==> src/hw/rtl/poi_pkg.sv <==
// Package with payload types, sequencer states and the CORDIC angle table.
package poi_pkg;

    typedef struct packed {
        logic signed [23:0] forward_velocity;
        logic signed [23:0] lateral_velocity;
        logic signed [23:0] yaw_rate;
        logic        [19:0] elapsed_time;
    } t_in_item;

    typedef struct packed {
        logic signed [31:0] position_x;
        logic signed [31:0] position_y;
        logic        [31:0] heading_angle;
        logic signed [15:0] quat_z;
        logic signed [15:0] quat_w;
    } t_out_item;

    typedef enum logic [3:0] {
        ST_IDLE,
        ST_COR1,
        ST_MUL_XA,
        ST_MUL_XB,
        ST_MUL_XC,
        ST_MUL_XD,
        ST_MUL_YA,
        ST_MUL_YB,
        ST_MUL_YC,
        ST_MUL_YD,
        ST_MUL_HA,
        ST_MUL_HB,
        ST_MUL_HC,
        ST_COR2,
        ST_OUT
    } t_state;

    localparam int TABLE_LEN = 30;
    localparam logic signed [33:0] CORDIC_START = 34'sd652032874;
    localparam logic [31:0] INV_TWO_PI_Q32 = 32'd683565276;

    function automatic logic [31:0] atan_turn(input logic [4:0] idx);
        logic [31:0] v;
        case (idx)
            5'd0: v = 32'd536870912;  5'd1: v = 32'd316933406;
            5'd2: v = 32'd167458907;  5'd3: v = 32'd85004756;
            5'd4: v = 32'd42667331;   5'd5: v = 32'd21354465;
            5'd6: v = 32'd10679838;   5'd7: v = 32'd5340245;
            5'd8: v = 32'd2670163;    5'd9: v = 32'd1335087;
            5'd10: v = 32'd667544;    5'd11: v = 32'd333772;
            5'd12: v = 32'd166886;    5'd13: v = 32'd83443;
            5'd14: v = 32'd41722;     5'd15: v = 32'd20861;
            5'd16: v = 32'd10430;     5'd17: v = 32'd5215;
            5'd18: v = 32'd2608;      5'd19: v = 32'd1304;
            5'd20: v = 32'd652;       5'd21: v = 32'd326;
            5'd22: v = 32'd163;       5'd23: v = 32'd81;
            5'd24: v = 32'd41;        5'd25: v = 32'd20;
            5'd26: v = 32'd10;        5'd27: v = 32'd5;
            5'd28: v = 32'd3;         5'd29: v = 32'd1;
            default: v = 32'd0;
        endcase
        return v;
    endfunction

endpackage

==> src/hw/rtl/poi_mac.sv <==
// Shared signed multiplier with a registered product, used once per step.
module poi_mac (
    input  logic               i_clk,
    input  logic signed [33:0] i_a,
    input  logic signed [33:0] i_b,
    output logic signed [67:0] o_p
);
    import poi_pkg::*;

    logic signed [67:0] r_p;

    always_ff @(posedge i_clk) begin
        r_p <= i_a * i_b;
    end

    assign o_p = r_p;
endmodule

==> config.mk <==
export PLATFORM = sky130hd
export DESIGN_NAME = poi_mac
export DESIGN_NICKNAME = d
export VERILOG_FILES = /design/src/hw/rtl/poi_pkg.sv /design/src/hw/rtl/poi_mac.sv
export SDC_FILE = /design/constraint.sdc
export NUM_CORES = 2
export LEC_CHECK = 0
export BUFFER_PORTS_ARGS = -buffer_cell sky130_fd_sc_hd__buf_4
export CELL_PAD_IN_SITES_DETAIL_PLACEMENT = 1
export CELL_PAD_IN_SITES_GLOBAL_PLACEMENT = 2
export CORE_UTILIZATION = 43
export CTS_BUF_LIST = sky130_fd_sc_hd__clkbuf_4
export DETAILED_ROUTE_END_ITERATION = 8
export PLACE_DENSITY = 0.86
export SETUP_SLACK_MARGIN = 0.4
export SLEW_MARGIN = 20
export SYNTH_ARGS = -nofsm -noshare
export SYNTH_HDL_FRONTEND = slang
export SYNTH_SLANG_ARGS = --single-unit
==> constraint.sdc <==
create_clock -name i_clk -period 11.75 [get_ports i_clk]
set_input_delay 1.7625 -clock i_clk [delete_from_list [all_inputs] [get_ports i_clk]]
set_output_delay 1.7625 -clock i_clk [all_outputs]
set_load 0.1 [all_outputs]
# Yosys cells after proc, flatten, opt, wreduce, memory -nomap -nowiden
# Index checks and enable logic that the tools add are counted.
# totals
ff_bits,68
word_cells,2
inputBits,69
# classes
multipliers,1
# ops
operator,count
34-bit by 34-bit multiplier with 68-bit output,1

# Depth between registers and ports, before layout
# logic_depth
depth_word,1
depth_mapped,31

# Least setup slack after synthesis
# OpenSTA, ideal clock, no wires.
# synth_timing
path_type,input -> register
startpoint,input port i_a[33]
endpoint,"register r_p[65], in the netlist o_p[65]"
t_required_ns,11.678
path_stages,24
arrival_time_ns,9.180
setup_slack_ns,2.497
cell_sequence,clkbuf_1 nand2_1 inv_1 fa_1 fa_1 fa_1 fa_1 inv_1 fa_1 fa_1 fa_1 fa_1 inv_1 ha_1 clkdlybuf4s50_2 nand3_1 or2_2 nor2_1 a221oi_1 o21ai_0 a31oi_2 nor2_2 o41ai_2 xnor2_1
# synth_between
elab_chain_len,1
# synth_rtl
item,line_no,source
start: declaration,poi_mac.sv:4,"input logic signed [33:0] i_a,"
34-bit by 34-bit multiplier with 68-bit output,poi_mac.sv:13,r_p <= i_a * i_b;
end signal: assignment,poi_mac.sv:13,
end: declaration,poi_mac.sv:10,logic signed [67:0] r_p;
# Every way passes these cells.

# Worst setup path after layout
# layout_timing
startpoint,input port i_a[33]
endpoint,"register r_p[66], in the netlist o_p[66]"
# Same word-level chain as after synthesis.

==> out/results.ini <==
[outcome]
outcome=complete, no violations

[yosys]
synth_mux_area_share_pct=0
yosysWarningCount=0
synth_compound_gate_area_share_pct=3.35
synth-seq-cells=68
netlist_area_um2=43000
yosys.area.top_type=fa_1
synth-async-reset-ratio_pct=0
synth_top_area_share_pct=57.7
synthFlopType=dfxtp_1
synthesis.nets=6068
synth_adder_area_share_pct=63.7
synth_area_leaders=fa_1 (58%), inv_1 (11%), and2_1 (9.0%)
ys_types=69
synth_top_family_by_area=adder cells
synth-xor-area-share_pct=1.61
synth_cells=4554
synth_edf_count=0
yosys.area_share.simple_pct=15.4
avgSynthCellArea_um2=9.45
ys_seq_area_share_pct=3.16

[floorplanning]
pin_count=137
die_area_um2=101000
start_util_pct=43.6
row_count=115
dieWidth_um=318
die_h_um=318
coreArea_um2=98700

[finish]
nets=5997
regArea_um2=1360
largest_reg_flops=68
syn2layout_area_growth_pct=4.53
final_layout_size_suffix_gt1_share_pct=4.28
multiInputGateArea_um2=36100
n_fill_cell=11251

[clocking]
cts.sinks=68
cts_made_buffers=9
cts_tree=done
cts_buffer_depth=2
clockRootBuffer=clkbuf_4
postCtsSetupRepairBufs=0
cts_resized=0
clkTransAtPathRegs_ns=0.14
ctsHtreeMaxLevel=3
hold_buffers=0

[place]
port_buffers=136
dp_hpwl_um=103000
gp_congestion=0.878

[setup_path]
critPathRequiredTime_ns=12.33
crit_path_end_kind=flop
critPathLaunchType=primary input
cp_slowest_cell=fa_1
worst_path_most_repeated_cell=fa_1
critical_path_buf_inv_count=4
critical_path_class=in2reg
critPathMaxStageDelay_ns=1.36
cp_cell_sequence=buf_4 > nand2_1 > inv_1 > fa_1 > fa_1 > fa_1 > fa_1 > fa_1 > fa_1 > fa_1 > inv_1 > fa_1 > inv_1 > ha_1 > and2_1 > nand2_1 > o41ai_1 > a31oi_4 > o31ai_4 > a221oi_2 > xnor2_1
crit_family=adder cells
worstPathArrival_ns=10.21
crit_fanout=34

[timing]
hold_viol=0
drv_slew=0
worstMarginPinSlew_ns=1.08
fmax_mhz=104
finalCriticalPeriod_ns=9.63
fin_crit_sh_pct=81.9
fin_tns_setup_ns=0
timing.slew.headroom_pct=27.9
setup_violations=0
rsz0062_at_grt=false

[drt]
vias=30164
drtPass1Iterations=6
vias_per_cell=5.22
routedWlPerCell_um=22.6
drt_iter0_markers=1584
antenna_left=0
routed_wirelength_um=131000
route.detailed.drc=0

[global_route]
grt_usage_pct=27.3
grt_pass1_vias=35613
grt-ovfl-total=0
top_usage_layer=met2
grt_max_degree=35
grtUsageMet1_pct=36.8
antenna_found_initial=7
met2_usage_pct=46.6
gr-usage-met3_pct=3.08
grt_first_pass_wirelength_um=210000

[run]
max-cap-violations=0

[worst_hold_path]
hold_start=i_b[0]
hold_end=o_p[0]$_DFF_P_
whs_path_depth=2
hp-class=in2reg

cell usage after synthesis, types with 3 or more instances:
library cell / n
a211oi_1: 6
a21o_1: 37
a21oi_1: 61
a221oi_1: 3
a31oi_1: 7
and2_1: 621
and3_1: 5
and3_2: 3
buf_4: 4
clkbuf_1: 214
dfxtp_1: 68
fa_1: 1241
ha_1: 204
inv_1: 1231
nand2_1: 542
nand2b_1: 20
nand3_1: 11
nand4_1: 11
nor2_1: 54
nor2b_1: 9
nor3_1: 5
o211ai_1: 3
o21a_1: 4
o21ai_0: 31
o21ai_1: 7
o21bai_1: 12
o41ai_1: 3
o41ai_2: 3
or2_2: 4
xnor2_1: 56
xor2_1: 23
final cells by class:
class | count | share of cell area (%)
multi-input cells | 3026 | 80.4
diodes | 4 | 0.0223
clock buffers | 9 | 0.150
clock inverters | 7 | 0.147
repair buffers | 146 | 2.44
inverters | 1232 | 10.3
well taps | 1287 | 3.58
flip-flops and latches | 68 | 3.03
layout by cell type, fill, tap and decap left out, drive strengths merged, types with 23 or more instances in the layout:
cell   netlist  final
nand2      542    542
dfxtp       68     68
buf          9    146
fa        1241   1241
xor2        23     23
a21o        37     37
inv       1231   1232
nor2        56     56
and2       623    623
xnor2       56     56
o21ai       41     41
a21oi       63     63
ha         204    204
stage by stage:
step	instance area, um^2	utilization, %	hold slack [ns]	instances	setup WS (ns)
floorplan	43000	-	1.89	4554	2.50
global placement	44800	45.4	2.26	5759	1.59
detailed placement	44800	45.4	2.26	5759	1.46
CTS	45000	45.6	1.55	5775	2.16
global route	45000	45.6	1.57	5777	1.81
finish	45000	45.6	1.60	5779	2.12
routing by layer:
metal	vias up	routed length [um]
li1	12633	-
met1	16568	55600
met2	749	65400
met3	212	6100
met4	2	3670
met5	-	12
worst max path at each step:
stage / startpoint / endpoint / slack [ns] / cells past startpoint
2_1_floorplan: i_a[33] / o_p[65]$_DFF_P_ / 2.50 / 24
3_3_place_gp: i_a[33] / o_p[66]$_DFF_P_ / 1.59 / 21
3_5_place_dp: i_a[33] / o_p[66]$_DFF_P_ / 1.46 / 21
4_1_cts: i_a[33] / o_p[66]$_DFF_P_ / 2.16 / 21
5_1_grt: i_a[33] / o_p[62]$_DFF_P_ / 1.81 / 21
6_report: i_a[33] / o_p[66]$_DFF_P_ / 2.12 / 21
kinds of logic after synthesis:
| family | after synthesis |
|---|---|
| AO/OA/AOI/OAI | 206 |
| XOR/XNOR | 79 |
| adder cells (fa/ha/maj) | 1445 |
| buffers and inverters | 1460 |
| AND/OR/NAND/NOR | 1296 |
| flip-flops | 68 |
Power is not shown: default switching activity piles up to over one toggle a cycle in this logic, so the estimate is an artifact.
