### src/hw/rtl/poi_pkg.sv
// Package with payload types, sequencer states and the CORDIC angle table.
package poi_pkg;

    typedef struct packed {
        logic signed [23:0] forward_velocity;
        logic signed [23:0] lateral_velocity;
        logic signed [23:0] yaw_rate;
        logic        [19:0] elapsed_time;
    } t_in_item;

    typedef struct packed {
        logic signed [31:0] position_x;
        logic signed [31:0] position_y;
        logic        [31:0] heading_angle;
        logic signed [15:0] quat_z;
        logic signed [15:0] quat_w;
    } t_out_item;

    typedef enum logic [3:0] {
        ST_IDLE,
        ST_COR1,
        ST_MUL_XA,
        ST_MUL_XB,
        ST_MUL_XC,
        ST_MUL_XD,
        ST_MUL_YA,
        ST_MUL_YB,
        ST_MUL_YC,
        ST_MUL_YD,
        ST_MUL_HA,
        ST_MUL_HB,
        ST_MUL_HC,
        ST_COR2,
        ST_OUT
    } t_state;

    localparam int TABLE_LEN = 30;
    localparam logic signed [33:0] CORDIC_START = 34'sd652032874;
    localparam logic [31:0] INV_TWO_PI_Q32 = 32'd683565276;

    function automatic logic [31:0] atan_turn(input logic [4:0] idx);
        logic [31:0] v;
        case (idx)
            5'd0: v = 32'd536870912;  5'd1: v = 32'd316933406;
            5'd2: v = 32'd167458907;  5'd3: v = 32'd85004756;
            5'd4: v = 32'd42667331;   5'd5: v = 32'd21354465;
            5'd6: v = 32'd10679838;   5'd7: v = 32'd5340245;
            5'd8: v = 32'd2670163;    5'd9: v = 32'd1335087;
            5'd10: v = 32'd667544;    5'd11: v = 32'd333772;
            5'd12: v = 32'd166886;    5'd13: v = 32'd83443;
            5'd14: v = 32'd41722;     5'd15: v = 32'd20861;
            5'd16: v = 32'd10430;     5'd17: v = 32'd5215;
            5'd18: v = 32'd2608;      5'd19: v = 32'd1304;
            5'd20: v = 32'd652;       5'd21: v = 32'd326;
            5'd22: v = 32'd163;       5'd23: v = 32'd81;
            5'd24: v = 32'd41;        5'd25: v = 32'd20;
            5'd26: v = 32'd10;        5'd27: v = 32'd5;
            5'd28: v = 32'd3;         5'd29: v = 32'd1;
            default: v = 32'd0;
        endcase
        return v;
    endfunction

endpackage

### src/hw/rtl/poi_cordic.sv
// Iterative rotation-mode CORDIC: one micro-rotation per cycle, Q2.30 results.
module poi_cordic #(
    parameter int ITERATIONS = 16
) (
    input  logic               i_clk,
    input  logic               i_rst_n,
    input  logic               i_start,
    input  logic        [31:0] i_angle,
    output logic               o_done,
    output logic signed [33:0] o_cos,
    output logic signed [33:0] o_sin
);
    import poi_pkg::*;

    localparam int NITER = (ITERATIONS < TABLE_LEN) ? ITERATIONS : TABLE_LEN;

    logic signed [33:0] r_x, r_y;
    logic signed [32:0] r_z;
    logic               r_flip, r_busy, r_done;
    logic        [4:0]  r_i;
    logic        [31:0] ang;
    logic signed [33:0] dx, dy;
    logic signed [32:0] at;

    assign ang = (i_angle[31:30] == 2'd1 || i_angle[31:30] == 2'd2)
                 ? i_angle + 32'h8000_0000 : i_angle;
    assign dx  = r_x >>> r_i;
    assign dy  = r_y >>> r_i;
    assign at  = $signed({1'b0, atan_turn(r_i)});

    always_ff @(posedge i_clk) begin
        if (!i_rst_n) begin
            r_busy <= 1'b0;
            r_done <= 1'b0;
        end else begin
            r_done <= 1'b0;
            if (i_start) begin
                r_busy <= 1'b1;
                r_i    <= '0;
                r_x    <= CORDIC_START;
                r_y    <= '0;
                r_z    <= {ang[31], ang};
                r_flip <= (i_angle[31:30] == 2'd1 || i_angle[31:30] == 2'd2);
            end else if (r_busy) begin
                if (r_z >= 0) begin
                    r_x <= r_x - dy;
                    r_y <= r_y + dx;
                    r_z <= r_z - at;
                end else begin
                    r_x <= r_x + dy;
                    r_y <= r_y - dx;
                    r_z <= r_z + at;
                end
                r_i <= r_i + 5'd1;
                if (r_i == 5'(NITER - 1)) begin
                    r_busy <= 1'b0;
                    r_done <= 1'b1;
                end
            end
        end
    end

    assign o_done = r_done;
    assign o_cos  = r_flip ? -r_x : r_x;
    assign o_sin  = r_flip ? -r_y : r_y;
endmodule

### config.mk
export PLATFORM = sky130hd
export DESIGN_NAME = poi_cordic
export DESIGN_NICKNAME = d
export VERILOG_FILES = /design/src/hw/rtl/poi_pkg.sv /design/src/hw/rtl/poi_cordic.sv
export SDC_FILE = /design/constraint.sdc
export NUM_CORES = 1
export LEC_CHECK = 0
export BUFFER_PORTS_ARGS = -buffer_cell sky130_fd_sc_hd__buf_2
export CORE_AREA = 2 2 283 285
export DETAILED_ROUTE_END_ITERATION = 8
export DIE_AREA = 0 0 285 287
export PLACE_DENSITY = 0.5
export SLEW_MARGIN = 15
export SYNTH_ARGS = -nofsm -noshare
export SYNTH_HDL_FRONTEND = slang
export SYNTH_SLANG_ARGS = --single-unit
### constraint.sdc
create_clock -name i_clk -period 6.4 [get_ports i_clk]
set_input_delay 0.96 -clock i_clk [delete_from_list [all_inputs] [get_ports i_clk]]
set_output_delay 0.96 -clock i_clk [all_outputs]
set_load 0.02 [all_outputs]
After elaboration in Yosys (flattened, before gate mapping)
Memories as Yosys holds them, arrays and structs flattened. A register that Yosys moved wholly into a read port is not among the register bits.
Index checks and enable logic that the tools add are counted.
{"block": "totals", "in_bits": 35, "regBits": 109, "elab_cells": 48, "mem_bits_ro": 960, "memories": 1}
{"memory": "(no name shown)", "words": 32, "width": 30, "read_ports": 1, "rd_clocked_by_memory_dff": 1, "write_ports": 0, "line_no": "poi_pkg.sv:43", "source": "case (idx)"}
{"block": "classes", "n_mux": 17, "addsub": 10, "reduce_logical": 5, "n_lt_le_gt_ge": 1, "bitwise": 2, "shift": 2, "n_eq_ne": 3}
{"op": "$mux W34", "count": 6}
{"op": "$mux W33", "count": 3}
{"op": "$add A34 B34 Y34", "count": 2}
{"op": "$neg A34 Y34", "count": 2}
{"op": "$sshr A34 B5 Y34", "count": 2}
{"op": "$sub A34 B34 Y34", "count": 2}
{"op": "$add A33 B33 Y33", "count": 1}
{"op": "$ge A33 B1 Y1 const B", "count": 1}
{"op": "$sub A33 B33 Y33", "count": 1}
{"op": "$add A32 B32 Y32 const B", "count": 1}
{"op": "$mux W32", "count": 1}
{"op": "$mux W5", "count": 3}
{"op": "$add A5 B1 Y5 const B", "count": 1}
{"op": "$eq A5 B4 Y1 const B", "count": 1}
{"op": "$mux W1", "count": 4}
{"op": "$reduce_and A2 Y1", "count": 2}
{"op": "$reduce_or A3 Y1", "count": 1}
{"op": "$eq A2 B1 Y1 const B", "count": 1}
{"op": "$eq A2 B2 Y1 const B", "count": 1}
{"op": "$not A1 Y1", "count": 2}
{"op": "$reduce_bool A2 Y1", "count": 1}
{"op": "$logic_or A1 B1 Y1", "count": 1}

Logic depth before layout (Yosys ltp)
Gate-level depths: netlist of run 1.
{"block": "logic_depth", "depth_word": 4, "ltp_mapped": 28}

Worst setup path before layout of run 1
No wires, ideal clock.
{"block": "synth_path", "path_type": "register -> register", "startpoint": "register r_i[0]", "endpoint": "register r_x[29], data pin", "path_stages_with_launch": 27, "t_arrival_ps": 5800, "setup_time_ps": 260, "t_required_ps": 6140, "slack_ps": 339, "cell_sequence": "edfxtp_1 -> buf_6 -> buf_12 -> buf_6 -> buf_8 -> buf_8 -> buf_2 -> mux4_2 -> mux2_2 -> a221oi_1 -> and2_1 -> ha_1 -> inv_1 -> or4_4 -> or3_4 -> o31ai_1 -> xor2_1 -> ha_1 -> a21oi_1 -> o21ai_0 -> o21bai_1 -> a311oi_1 -> a21oi_1 -> or2_2 -> a21o_1 -> a21oi_1 -> mux2i_1"}
{"block": "synth_between", "elab_chain_cells": 4, "elab_cells_between_ends": 5, "cone_classes": "add/sub (2); shift (1); mux (2)"}
{"item": "from (decl)", "line_no": "poi_cordic.sv:20", "source": "logic [4:0] r_i;"}
{"item": "from (signal assigned)", "line_no": "poi_cordic.sv:54", "source": "r_i <= r_i + 5'd1;"}
{"item": "$sshr A34 B5 Y34 *", "line_no": "poi_cordic.sv:28", "source": "assign dy = r_y >>> r_i;"}
{"item": "$add A34 B34 Y34 or $sub A34 B34 Y34 (tied branches)", "line_no": "poi_cordic.sv:50, poi_cordic.sv:46"}
{"item": "$mux W34 *", "line_no": "poi_cordic.sv:45", "source": "if (r_z >= 0) begin"}
{"item": "$mux W34 *", "line_no": "poi_cordic.sv:44", "source": "end else if (r_busy) begin"}
{"item": "to (signal assigned)", "line_no": "poi_cordic.sv:46", "source": "r_x <= r_x - dy;"}
{"item": "to (signal assigned)", "line_no": "poi_cordic.sv:50", "source": "r_x <= r_x + dy;"}
{"item": "to (decl)", "line_no": "poi_cordic.sv:17", "source": "logic signed [33:0] r_x, r_y;"}
Every way passes the cells marked *; elsewhere a longest branch is shown, timed or not. The select of a mux whose other input is x is not followed.
A chain may end at the register's enable or synchronous reset.

Worst setup path in the final report of run 1
Same ends and word-level chain as after synthesis.

==> results of run 1 <==
[worst reg2reg max path, delay by kind of cell (launching register included)]
| kind | cells | cell delay, ns |
|---|---|---|
| AO/OA/AOI/OAI | 9 | 1.97 |
| XOR/XNOR | 1 | 0.20 |
| adder cells (fa/ha/maj) | 1 | 0.28 |
| buffers and inverters | 1 | 0.19 |
| flip-flops | 1 | 0.45 |
| multiplexers | 3 | 1.07 |
| AND/OR/NAND/NOR | 4 | 1.90 |
[worst paths after layout]
check,cells after the start,slack [ns],start,end
max,19,0.19,r_i[0],r_x[29]
min,1,0.65,r_i[0],r_i[0]
max reg2reg,19,0.19,r_i[0],r_x[29]
min reg2reg,1,0.65,r_i[0],r_i[0]
[per-layer routing]
layer / wire length (um) / share of wire
met5: 0 / 0
met4: 2989 / 0.039
met3: 4604 / 0.060
met2: 35430 / 0.46
met1: 33950 / 0.44
[metrics by stage]
stage / cell area (um2) / TNS [ns] / power [uW] / hold slack (ns) / utilization
finish: 22880 / 0 / 8347 / 0.6518 / 0.2911
global route: 22880 / -0.04104 / 8970 / 0.6675 / 0.2911
CTS: 22630 / 0 / 8273 / 0.6288 / 0.2879
detailed placement: 22000 / -0.07410 / 7108 / 0.6171 / 0.2798
global placement: 22000 / -0.08714 / 7126 / 0.6111 / 0.2798
floorplan: 19590 / 0 / 5369 / 0.6238 / -
[kinds of logic after synthesis]
group,after synthesis,share of synthesized area
and+or+nand+nor,731,0.1836
AOI/OAI and AO/OA,701,0.2385
buffers and inverters,240,0.05621
xor gates and xnor gates,215,0.09614
muxes,185,0.1543
DFF,139,0.1967
adders and majority gates,115,0.07461
[area by class of cell]
cell class,count,area (um2),share of cell area
flip-flops and latches,139,3854,0.1684
repair buffers,293,2128,0.09302
multi-input cells,1947,14740,0.6441
clock buffers,17,425.4,0.01859
well taps,1050,1314,0.05742
inverters,60,227.7,0.009952
clock inverters,15,195.2,0.008531
[what timing repair did]
action / 4_1_cts / 5_1_grt
gates resized for setup: 2 / 23
setup buffers: 0 / 10
endpoints found under the setup margin: 2 / 13
pin swaps: 0 / 7
gates cloned: 0 / 3
[flip-flops by register name (all words and copies together) (netlist names)]
name    count
at         30
o_done      1
r_busy      1
r_flip      1
r_i         5
r_x        34
r_y        34
r_z        33
[cell usage in the layout (no fill, tap or decap), types with 12 or more instances in the layout]
master / netlist / layout
sky130_fd_sc_hd__nor3_1: 50 / 48
sky130_fd_sc_hd__o21bai_1: 15 / 14
sky130_fd_sc_hd__mux4_2: 83 / 84
sky130_fd_sc_hd__o21ai_0: 161 / 157
sky130_fd_sc_hd__inv_1: 56 / 55
sky130_fd_sc_hd__buf_2: 19 / 102
sky130_fd_sc_hd__nor2_1: 176 / 175
sky130_fd_sc_hd__buf_4: 3 / 178
sky130_fd_sc_hd__xnor2_1: 143 / 143
sky130_fd_sc_hd__edfxtp_1: 107 / 107
sky130_fd_sc_hd__a22oi_1: 16 / 16
sky130_fd_sc_hd__o22ai_1: 20 / 20
sky130_fd_sc_hd__or3_1: 23 / 23
sky130_fd_sc_hd__nand4_1: 17 / 17
sky130_fd_sc_hd__a31oi_1: 25 / 24
sky130_fd_sc_hd__or2_2: 15 / 15
sky130_fd_sc_hd__o31ai_1: 40 / 37
sky130_fd_sc_hd__o21a_1: 23 / 23
sky130_fd_sc_hd__dfxtp_1: 32 / 32
sky130_fd_sc_hd__mux2_2: 35 / 35
sky130_fd_sc_hd__o211ai_1: 22 / 22
sky130_fd_sc_hd__ha_1: 112 / 112
sky130_fd_sc_hd__xor2_1: 72 / 72
sky130_fd_sc_hd__a21o_1: 57 / 57
sky130_fd_sc_hd__nor3b_1: 12 / 12
sky130_fd_sc_hd__and3_1: 20 / 20
sky130_fd_sc_hd__nor4_1: 14 / 13
sky130_fd_sc_hd__nand3_1: 48 / 48
sky130_fd_sc_hd__mux2i_1: 57 / 56
sky130_fd_sc_hd__a221oi_1: 13 / 13
sky130_fd_sc_hd__o41ai_1: 19 / 19
sky130_fd_sc_hd__nand2b_1: 34 / 33
sky130_fd_sc_hd__a21oi_1: 141 / 138
sky130_fd_sc_hd__or4_1: 18 / 18
sky130_fd_sc_hd__nor2b_1: 30 / 30
sky130_fd_sc_hd__clkbuf_16: 0 / 20
sky130_fd_sc_hd__and2_1: 21 / 21
sky130_fd_sc_hd__nand2_1: 221 / 221
sky130_fd_sc_hd__a211oi_1: 37 / 36
[power groups by stage]
stage / sequential (uW) / clock [uW] / combinational, uW
floorplan: 1390 / 0 / 3980
global placement: 1570 / 0 / 5560
detailed placement: 1570 / 0 / 5540
CTS: 1550 / 1150 / 5580
global route: 1580 / 1170 / 6230
finish: 1560 / 1110 / 5690
[Yosys cell counts (12+ instances only)]
cell type,instances
sky130_fd_sc_hd__a211oi_1,37
sky130_fd_sc_hd__a21o_1,57
sky130_fd_sc_hd__a21oi_1,141
sky130_fd_sc_hd__a221oi_1,13
sky130_fd_sc_hd__a22oi_1,16
sky130_fd_sc_hd__a31oi_1,25
sky130_fd_sc_hd__and2_1,21
sky130_fd_sc_hd__and3_1,20
sky130_fd_sc_hd__buf_1,22
sky130_fd_sc_hd__buf_2,19
sky130_fd_sc_hd__clkbuf_1,122
sky130_fd_sc_hd__dfxtp_1,32
sky130_fd_sc_hd__edfxtp_1,107
sky130_fd_sc_hd__ha_1,112
sky130_fd_sc_hd__inv_1,56
sky130_fd_sc_hd__mux2_2,35
sky130_fd_sc_hd__mux2i_1,57
sky130_fd_sc_hd__mux4_2,83
sky130_fd_sc_hd__nand2_1,221
sky130_fd_sc_hd__nand2b_1,34
sky130_fd_sc_hd__nand3_1,48
sky130_fd_sc_hd__nand4_1,17
sky130_fd_sc_hd__nor2_1,176
sky130_fd_sc_hd__nor2b_1,30
sky130_fd_sc_hd__nor3_1,50
sky130_fd_sc_hd__nor3b_1,12
sky130_fd_sc_hd__nor4_1,14
sky130_fd_sc_hd__o211ai_1,22
sky130_fd_sc_hd__o21a_1,23
sky130_fd_sc_hd__o21ai_0,161
sky130_fd_sc_hd__o21bai_1,15
sky130_fd_sc_hd__o22ai_1,20
sky130_fd_sc_hd__o31ai_1,40
sky130_fd_sc_hd__o41ai_1,19
sky130_fd_sc_hd__or2_2,15
sky130_fd_sc_hd__or3_1,23
sky130_fd_sc_hd__or4_1,18
sky130_fd_sc_hd__xnor2_1,143
sky130_fd_sc_hd__xor2_1,72
==> impl_metrics.prom, run 1 <==
# TYPE chip_impl_metric gauge
chip_impl_info{name="critical_path.startpoint_type",value="flip-flop"} 1
chip_impl_metric{name="detail_route.first_pass.iterations",unit=""} 6
chip_impl_metric{name="placed_cells",unit=""} 3476
chip_impl_info{name="hold_path.class",value="reg -> reg"} 1
chip_impl_metric{name="cts_max_path_buffers",unit=""} 2
chip_impl_metric{name="power.density_cell_area",unit="nW/um2"} 364.8
chip_impl_metric{name="chipWidth",unit="um"} 285
chip_impl_metric{name="chipHeight",unit="um"} 287
chip_impl_metric{name="detailedPlace.worstSlack",unit="ns"} -0.07410
chip_impl_metric{name="cts_hold_buf",unit=""} 0
chip_impl_info{name="clock_tree.root_cell",value="sky130_fd_sc_hd__clkbuf_16"} 1
chip_impl_metric{name="cts_buffers",unit=""} 17
chip_impl_info{name="crit_path_cell_trace",value="buf_12, mux2_4, mux4_2, a221o_1, or4_4, or4_4, or3_4, o31ai_4, xor2_1, ha_1, a21oi_1, o21ai_0, o21bai_2, a311oi_2, a21oi_2, or2_2, a21o_1, a21oi_1, mux2i_1"} 1
chip_impl_metric{name="layout-area-overhead-vs-synth",unit="%"} 16.81
chip_impl_metric{name="core-area",unit="um2"} 78610
chip_impl_info{name="globalRoute.busiestLayer",value="met2"} 1
chip_impl_metric{name="hpwl",unit="um"} 58550
chip_impl_metric{name="cts_htree_levels",unit=""} 4
chip_impl_info{name="crit_end_element",value="flip-flop"} 1
chip_impl_metric{name="wl_per_cell",unit="um"} 21.86
chip_impl_metric{name="fill_cells",unit=""} 8522
chip_impl_metric{name="place.gp.congestion",unit=""} 0.9564
chip_impl_metric{name="p_seq_frac",unit=""} 0.186
chip_impl_metric{name="io-pin-count",unit=""} 104
chip_impl_info{name="critical-path-top-delay-family",value="compound AO/OA/AOI/OAI gates"} 1
chip_impl_metric{name="drive_gt1_frac",unit=""} 0.2068
chip_impl_metric{name="synth_cells",unit=""} 2326
chip_impl_metric{name="drt-vias-per-instance",unit=""} 5.471
chip_impl_metric{name="fmaxAchievable",unit="GHz"} 0.1610
chip_impl_metric{name="final.setup.worst_slack",unit="ns"} 0.1897
chip_impl_metric{name="setup_viol",unit=""} 0
chip_impl_metric{name="worst_setup_hold_path_clk_slew",unit="ns"} 0.08
chip_impl_metric{name="synthesis.area",unit="um2"} 19590
chip_impl_metric{name="netlist-cell-type-count",unit=""} 99
chip_impl_metric{name="power_switching",unit="uW"} 4079
chip_impl_metric{name="ant_nets",unit=""} 0
chip_impl_metric{name="timing.final.crit_period",unit="ns"} 6.210
chip_impl_metric{name="wl_final",unit="um"} 76980
chip_impl_metric{name="power.combinational.fraction",unit=""} 0.681
chip_impl_metric{name="synthArstFlopShare",unit=""} 0
chip_impl_metric{name="grt_pass1_vias",unit=""} 18370
chip_impl_metric{name="grt_overflow",unit=""} 0
chip_impl_metric{name="switching_share_of_power",unit=""} 0.4887
chip_impl_metric{name="fp.dieArea",unit="um2"} 81800
chip_impl_metric{name="antenna-diode-count",unit=""} 0
chip_impl_metric{name="fin_nets",unit=""} 2608
chip_impl_metric{name="power.ir.vdd_worst",unit="mV"} 0.1543
chip_impl_metric{name="row_count",unit=""} 103
chip_impl_metric{name="netlist.area_leader.share",unit=""} 0.1640
chip_impl_metric{name="cp_num_buf_inv",unit=""} 1
chip_impl_metric{name="timing.max_cap.violations",unit=""} 0
chip_impl_metric{name="worstPathRequired",unit="ns"} 6.75
chip_impl_metric{name="grt.met3_usage",unit=""} 0.02841
chip_impl_metric{name="groute.layer.met2.usage",unit=""} 0.2999
chip_impl_metric{name="num_vias",unit=""} 19260
chip_impl_metric{name="grt_start_max_net_pins",unit=""} 70
chip_impl_metric{name="insertion_delay",unit="ns"} 0.51
chip_impl_metric{name="slew_violations",unit=""} 0
chip_impl_metric{name="crit_path_max_incr_delay",unit="ns"} 0.61
chip_impl_metric{name="cts_sinks",unit=""} 139
chip_impl_info{name="largest_cells_by_area_after_synthesis",value="sky130_fd_sc_hd__edfxtp_1 (16%), sky130_fd_sc_hd__mux4_2 (9.5%), sky130_fd_sc_hd__ha_1 (7.2%)"} 1
chip_impl_metric{name="drt_drc_violations_left",unit=""} 0
chip_impl_metric{name="leakage",unit="uW"} 0.008850
chip_impl_metric{name="post_synth_edffs",unit=""} 107
chip_impl_metric{name="hold_viol",unit=""} 0
chip_impl_metric{name="final_cells",unit=""} 3521
chip_impl_metric{name="ys_warn_count",unit=""} 0
chip_impl_metric{name="groute.layer.met1.usage",unit=""} 0.2427
chip_impl_metric{name="intPower",unit="uW"} 4267
chip_impl_info{name="synth_top_cell_by_area",value="sky130_fd_sc_hd__edfxtp_1"} 1
chip_impl_metric{name="dr.first_iter.drc_count",unit=""} 1724
chip_impl_metric{name="p_clk_frac",unit=""} 0.132
chip_impl_metric{name="crit_path_max_fanout",unit=""} 13
chip_impl_metric{name="synth_seq_cells",unit=""} 139
chip_impl_metric{name="syn_nets",unit=""} 2476
chip_impl_metric{name="critical_path_arrival",unit="ns"} 6.56
chip_impl_metric{name="synth_sequential_area_ratio",unit=""} 0.1967
chip_impl_metric{name="numPortBuffers",unit=""} 103
chip_impl_info{name="outcome",value="complete, no violations"} 1
chip_impl_metric{name="initial_utilization",unit=""} 0.2492
chip_impl_info{name="critical-path-slowest-cell",value="sky130_fd_sc_hd__or4_4"} 1
chip_impl_metric{name="final.period_utilization",unit=""} 0.9704
chip_impl_metric{name="grt_util_all_layers",unit=""} 0.1833
chip_impl_metric{name="antenna_found_initial",unit=""} 1
chip_impl_info{name="ys.flop_type",value="sky130_fd_sc_hd__edfxtp_1"} 1
chip_impl_info{name="tritoncts_clock_tree",value="built"} 1
chip_impl_metric{name="tightest_slew",unit="ns"} 1.060
chip_impl_metric{name="syn_avg_cell_area",unit="um2"} 8.421
chip_impl_metric{name="slew-limit-headroom",unit=""} 0.2919
chip_impl_metric{name="final.setup_skew",unit="ns"} 0.02258
chip_impl_metric{name="wire_length_of_the_first_global_routing_pass",unit="um"} 115500
chip_impl_info{name="critical_path_class",value="reg -> reg"} 1
Power figures use the tool's default switching activity.
==> inputs of run 2 (changes only) <==
--- a/config.mk
+++ b/config.mk
@@ -5,10 +5,11 @@
 export SDC_FILE = /design/constraint.sdc
 export NUM_CORES = 1
 export LEC_CHECK = 0
+export ABC_AREA = 1
 export BUFFER_PORTS_ARGS = -buffer_cell sky130_fd_sc_hd__buf_2
-export CORE_AREA = 2 2 283 285
+export CORE_AREA = 2 2 278 280
 export DETAILED_ROUTE_END_ITERATION = 8
-export DIE_AREA = 0 0 285 287
+export DIE_AREA = 0 0 280 282
 export PLACE_DENSITY = 0.5
 export SLEW_MARGIN = 15
 export SYNTH_ARGS = -nofsm -noshare
==> run 2 against run 1 <==
Net effect:
- register-to-register slack better by 0.91 ns
- flip-flop and latch count unchanged
- critical path depth up 4
- count of clock-buffer cells in the layout up 7
- sequential power up 13%
- global-route usage up 0.71 points
==> impl_metrics.prom, run 2 <==
# TYPE chip_impl_metric gauge
chip_impl_info{name="outcome",value="complete, no violations"} 1
chip_impl_metric{name="fp.dieArea",unit="um2"} 78960
chip_impl_metric{name="fin_nets",unit=""} 3275
chip_impl_metric{name="critical_path_arrival",unit="ns"} 5.53
chip_impl_metric{name="cts_sinks",unit=""} 139
chip_impl_metric{name="synth_sequential_area_ratio",unit=""} 0.2043
chip_impl_metric{name="power.density_cell_area",unit="nW/um2"} 428.2
chip_impl_metric{name="row_count",unit=""} 101
chip_impl_info{name="hold_path.class",value="reg -> reg"} 1
chip_impl_info{name="worst_r2r_endpoint",value="r_x[25]"} 1
chip_impl_metric{name="power.ir.vdd_worst",unit="mV"} 0.2196
chip_impl_info{name="most_common_library_cell_in_the_layout_ignoring_fill_and_taps",value="sky130_fd_sc_hd__nand2_1"} 1
chip_impl_metric{name="rrSetupSlack",unit="ns"} 1.10
chip_impl_metric{name="placedInstanceArea",unit="um2"} 20270
chip_impl_metric{name="cts_max_path_buffers",unit=""} 2
chip_impl_metric{name="netlist.area_leader.share",unit=""} 0.1703
chip_impl_metric{name="setup_tns",unit="ns"} 0
chip_impl_info{name="clock_tree.root_cell",value="sky130_fd_sc_hd__clkbuf_16"} 1
chip_impl_metric{name="io-pin-count",unit=""} 104
chip_impl_metric{name="syn_avg_cell_area",unit="um2"} 6.105
chip_impl_metric{name="chipWidth",unit="um"} 280
chip_impl_metric{name="cts_buffers",unit=""} 17
chip_impl_metric{name="antenna_found_initial",unit=""} 2
chip_impl_metric{name="grt_overflow",unit=""} 0
chip_impl_metric{name="drt-vias-per-instance",unit=""} 5.074
chip_impl_metric{name="cts.repair_timing.setup_buffer_count",unit=""} 0
chip_impl_metric{name="initial_utilization",unit=""} 0.2492
chip_impl_metric{name="grt_start_max_net_pins",unit=""} 76
chip_impl_metric{name="synthArstFlopShare",unit=""} 0
chip_impl_metric{name="antenna-diode-count",unit=""} 0
chip_impl_metric{name="hpwl",unit="um"} 59290
chip_impl_metric{name="slew-limit-headroom",unit=""} 0.2680
chip_impl_info{name="largest_cells_by_area_after_synthesis",value="sky130_fd_sc_hd__edfxtp_1 (17%), sky130_fd_sc_hd__nand2_1 (15%), sky130_fd_sc_hd__nand3_1 (13%)"} 1
chip_impl_info{name="biggestRegsByFlops",value="r_x: 34 flops, r_y: 34 flops, r_z: 33 flops"} 1
chip_impl_metric{name="num_vias",unit=""} 20880
chip_impl_metric{name="fill_cells",unit=""} 8606
chip_impl_metric{name="syn_nets",unit=""} 3240
chip_impl_metric{name="layout-area-overhead-vs-synth",unit="%"} 10.63
chip_impl_metric{name="crit_path_max_fanout",unit=""} 75
chip_impl_info{name="crit_end_element",value="flip-flop"} 1
chip_impl_info{name="holdPathEnd",value="o_done"} 1
chip_impl_metric{name="layout.core_utilization",unit=""} 0.2757
chip_impl_metric{name="timing.final.crit_period",unit="ns"} 5.299
chip_impl_metric{name="synthesis.area",unit="um2"} 18860
chip_impl_metric{name="place.gp.congestion",unit=""} 0.9486
chip_impl_metric{name="fmaxAchievable",unit="GHz"} 0.1887
chip_impl_info{name="mostFrequentLayoutCells",value="sky130_fd_sc_hd__nand2_1 (768), sky130_fd_sc_hd__nand3_1 (483), sky130_fd_sc_hd__inv_1 (306), sky130_fd_sc_hd__nor2_1 (301), sky130_fd_sc_hd__a21oi_1 (198)"} 1
chip_impl_metric{name="hold-path-cell-count",unit=""} 2
chip_impl_metric{name="placed_cells",unit=""} 4084
chip_impl_metric{name="grt_util_all_layers",unit=""} 0.1904
chip_impl_info{name="worstHoldStart",value="r_busy"} 1
chip_impl_info{name="rsz0062_at_grt",value="no"} 1
chip_impl_metric{name="core-area",unit="um2"} 75700
chip_impl_metric{name="synth_seq_cells",unit=""} 139
chip_impl_metric{name="worst_setup_hold_path_clk_slew",unit="ns"} 0.07
chip_impl_metric{name="numPortBuffers",unit=""} 103
chip_impl_metric{name="wl_per_cell",unit="um"} 18.40
chip_impl_metric{name="post_synth_edffs",unit=""} 107
chip_impl_metric{name="detail_route.first_pass.iterations",unit=""} 6
chip_impl_metric{name="synth_cells",unit=""} 3090
chip_impl_metric{name="routed-wl-met2",unit="um"} 35320
chip_impl_metric{name="ys_warn_count",unit=""} 0
chip_impl_metric{name="setup_viol",unit=""} 0
chip_impl_metric{name="netlist-cell-type-count",unit=""} 61
chip_impl_metric{name="finalInstanceArea",unit="um2"} 20870
chip_impl_metric{name="timing.hold.ws",unit="ns"} 0.4775
chip_impl_info{name="synth_top_cell_by_area",value="sky130_fd_sc_hd__edfxtp_1"} 1
chip_impl_metric{name="insertion_delay",unit="ns"} 0.49
chip_impl_metric{name="final_cells",unit=""} 4116
chip_impl_info{name="critical_path_class",value="reg -> reg"} 1
chip_impl_metric{name="tightest_slew",unit="ns"} 1.091
chip_impl_metric{name="number_of_cell_instances_on_the_worst_register_to_register_path",unit=""} 23
chip_impl_info{name="synth_common_cells",value="sky130_fd_sc_hd__nand2_1 (768), sky130_fd_sc_hd__nand3_1 (483), sky130_fd_sc_hd__inv_1 (308)"} 1
chip_impl_metric{name="hold_viol",unit=""} 0
chip_impl_metric{name="slew_violations",unit=""} 0
chip_impl_metric{name="final.period_utilization",unit=""} 0.8280
chip_impl_metric{name="wire_length_of_the_first_global_routing_pass",unit="um"} 116500
chip_impl_info{name="critical_path.startpoint_type",value="flip-flop"} 1
chip_impl_metric{name="wl_final",unit="um"} 75740
chip_impl_metric{name="cts_htree_levels",unit=""} 4
chip_impl_metric{name="worstPathRequired",unit="ns"} 6.63
chip_impl_metric{name="final.setup_skew",unit="ns"} 0.01759
chip_impl_info{name="ys.flop_type",value="sky130_fd_sc_hd__edfxtp_1"} 1
chip_impl_info{name="regToRegStartpoint",value="r_i[0]"} 1
chip_impl_metric{name="drive_gt1_frac",unit=""} 0.07903
chip_impl_metric{name="wl_met3",unit="um"} 4090
chip_impl_metric{name="ant_nets",unit=""} 0
chip_impl_metric{name="wl_met1",unit="um"} 34920
chip_impl_info{name="highest_metal_layer_with_signal_wires",value="met5"} 1
chip_impl_metric{name="drt_drc_violations_left",unit=""} 0
chip_impl_metric{name="chipHeight",unit="um"} 282
chip_impl_metric{name="timing.max_cap.violations",unit=""} 0
chip_impl_info{name="synth_most_common_cell",value="sky130_fd_sc_hd__nand2_1"} 1
chip_impl_info{name="tritoncts_clock_tree",value="built"} 1
chip_impl_metric{name="dr.first_iter.drc_count",unit=""} 1881
chip_impl_metric{name="cts_hold_buf",unit=""} 0
chip_impl_metric{name="total_of_cells_resized_after_clock_tree_synthesis",unit=""} 0
chip_impl_metric{name="leakage",unit="uW"} 0.009650
chip_impl_metric{name="grt_pass1_vias",unit=""} 19600
-- run 2: cell families (layout without fill, tap and decap cells) --
group / count (synthesis) / in the layout / synth area share
and+or+nand+nor: 1720 / 1720 / 0.3978
buffers and inverters: 443 / 491 / 0.09492
xor gates and xnor gates: 150 / 150 / 0.06965
adders and majority gates: 115 / 115 / 0.07747
DFF: 139 / 139 / 0.2043
AOI/OAI and AO/OA: 523 / 523 / 0.1559
-- run 2: per-stage QoR --
step	power, uW	setup WS [ns]
after detailed placement	7828	1.251
after global placement	7856	1.185
after global routing	9814	0.5389
after CTS	8940	1.220
after floorplan	6009	2.157
final	8936	1.101
-- run 2: worst max-delay path by stage --
stage             from      end  cells after the start
2_1_floorplan  i_start    at[1]                     14
3_3_place_gp    r_i[0]  r_x[25]                     23
3_5_place_dp    r_i[1]  r_y[25]                     28
4_1_cts         r_i[1]  r_y[23]                     29
5_1_grt         r_i[1]  r_y[23]                     29
6_report        r_i[0]  r_x[25]                     23
-- run 2: power by group --
part	total, uW	switching (uW)	internal (uW)
Combinational	6110	4090	2020
Clock	1050	469	584
Sequential	1770	447	1320
Total	8940	5010	3930
-- run 2: worst max-delay path, stage by stage, from the launching register on --
cell                       delay, ns
sky130_fd_sc_hd__edfxtp_1       0.36
sky130_fd_sc_hd__buf_4          0.64
sky130_fd_sc_hd__nand2_1        0.13
sky130_fd_sc_hd__o211ai_1       0.11
sky130_fd_sc_hd__o21ai_1        0.10
sky130_fd_sc_hd__o21ai_1        0.25
sky130_fd_sc_hd__nand3_1        0.14
sky130_fd_sc_hd__nand2_1        0.21
sky130_fd_sc_hd__ha_1           0.25
sky130_fd_sc_hd__nand3b_4       0.12
sky130_fd_sc_hd__o31ai_1        0.28
sky130_fd_sc_hd__xor2_1         0.17
sky130_fd_sc_hd__ha_1           0.38
sky130_fd_sc_hd__inv_1          0.07
sky130_fd_sc_hd__o21bai_1       0.19
sky130_fd_sc_hd__a31oi_1        0.14
sky130_fd_sc_hd__o21ai_0        0.15
sky130_fd_sc_hd__nand2_1        0.09
sky130_fd_sc_hd__nand2_1        0.15
sky130_fd_sc_hd__inv_1          0.09
sky130_fd_sc_hd__o21ai_0        0.41
sky130_fd_sc_hd__a21boi_0       0.26
sky130_fd_sc_hd__o21ai_0        0.26
sky130_fd_sc_hd__o21ai_0        0.11
-- run 2: layer usage --
metal  global-route usage  up-vias
met1               0.2603     9688
met5                    0        -
li1                     -    10490
met3              0.02138       66
met4              0.04539        4
met2               0.3191      633
-- run 2: layout make-up --
class	instances	area, um2	share of cell area
clock buffer	24	525.5	0.02518
clock inverter	8	70.07	0.003358
inverter	327	1230	0.05894
multi-input combinational	2508	13220	0.6335
sequential	139	3854	0.1847
tap	978	1224	0.05864
timing repair buffer	132	745.7	0.03574
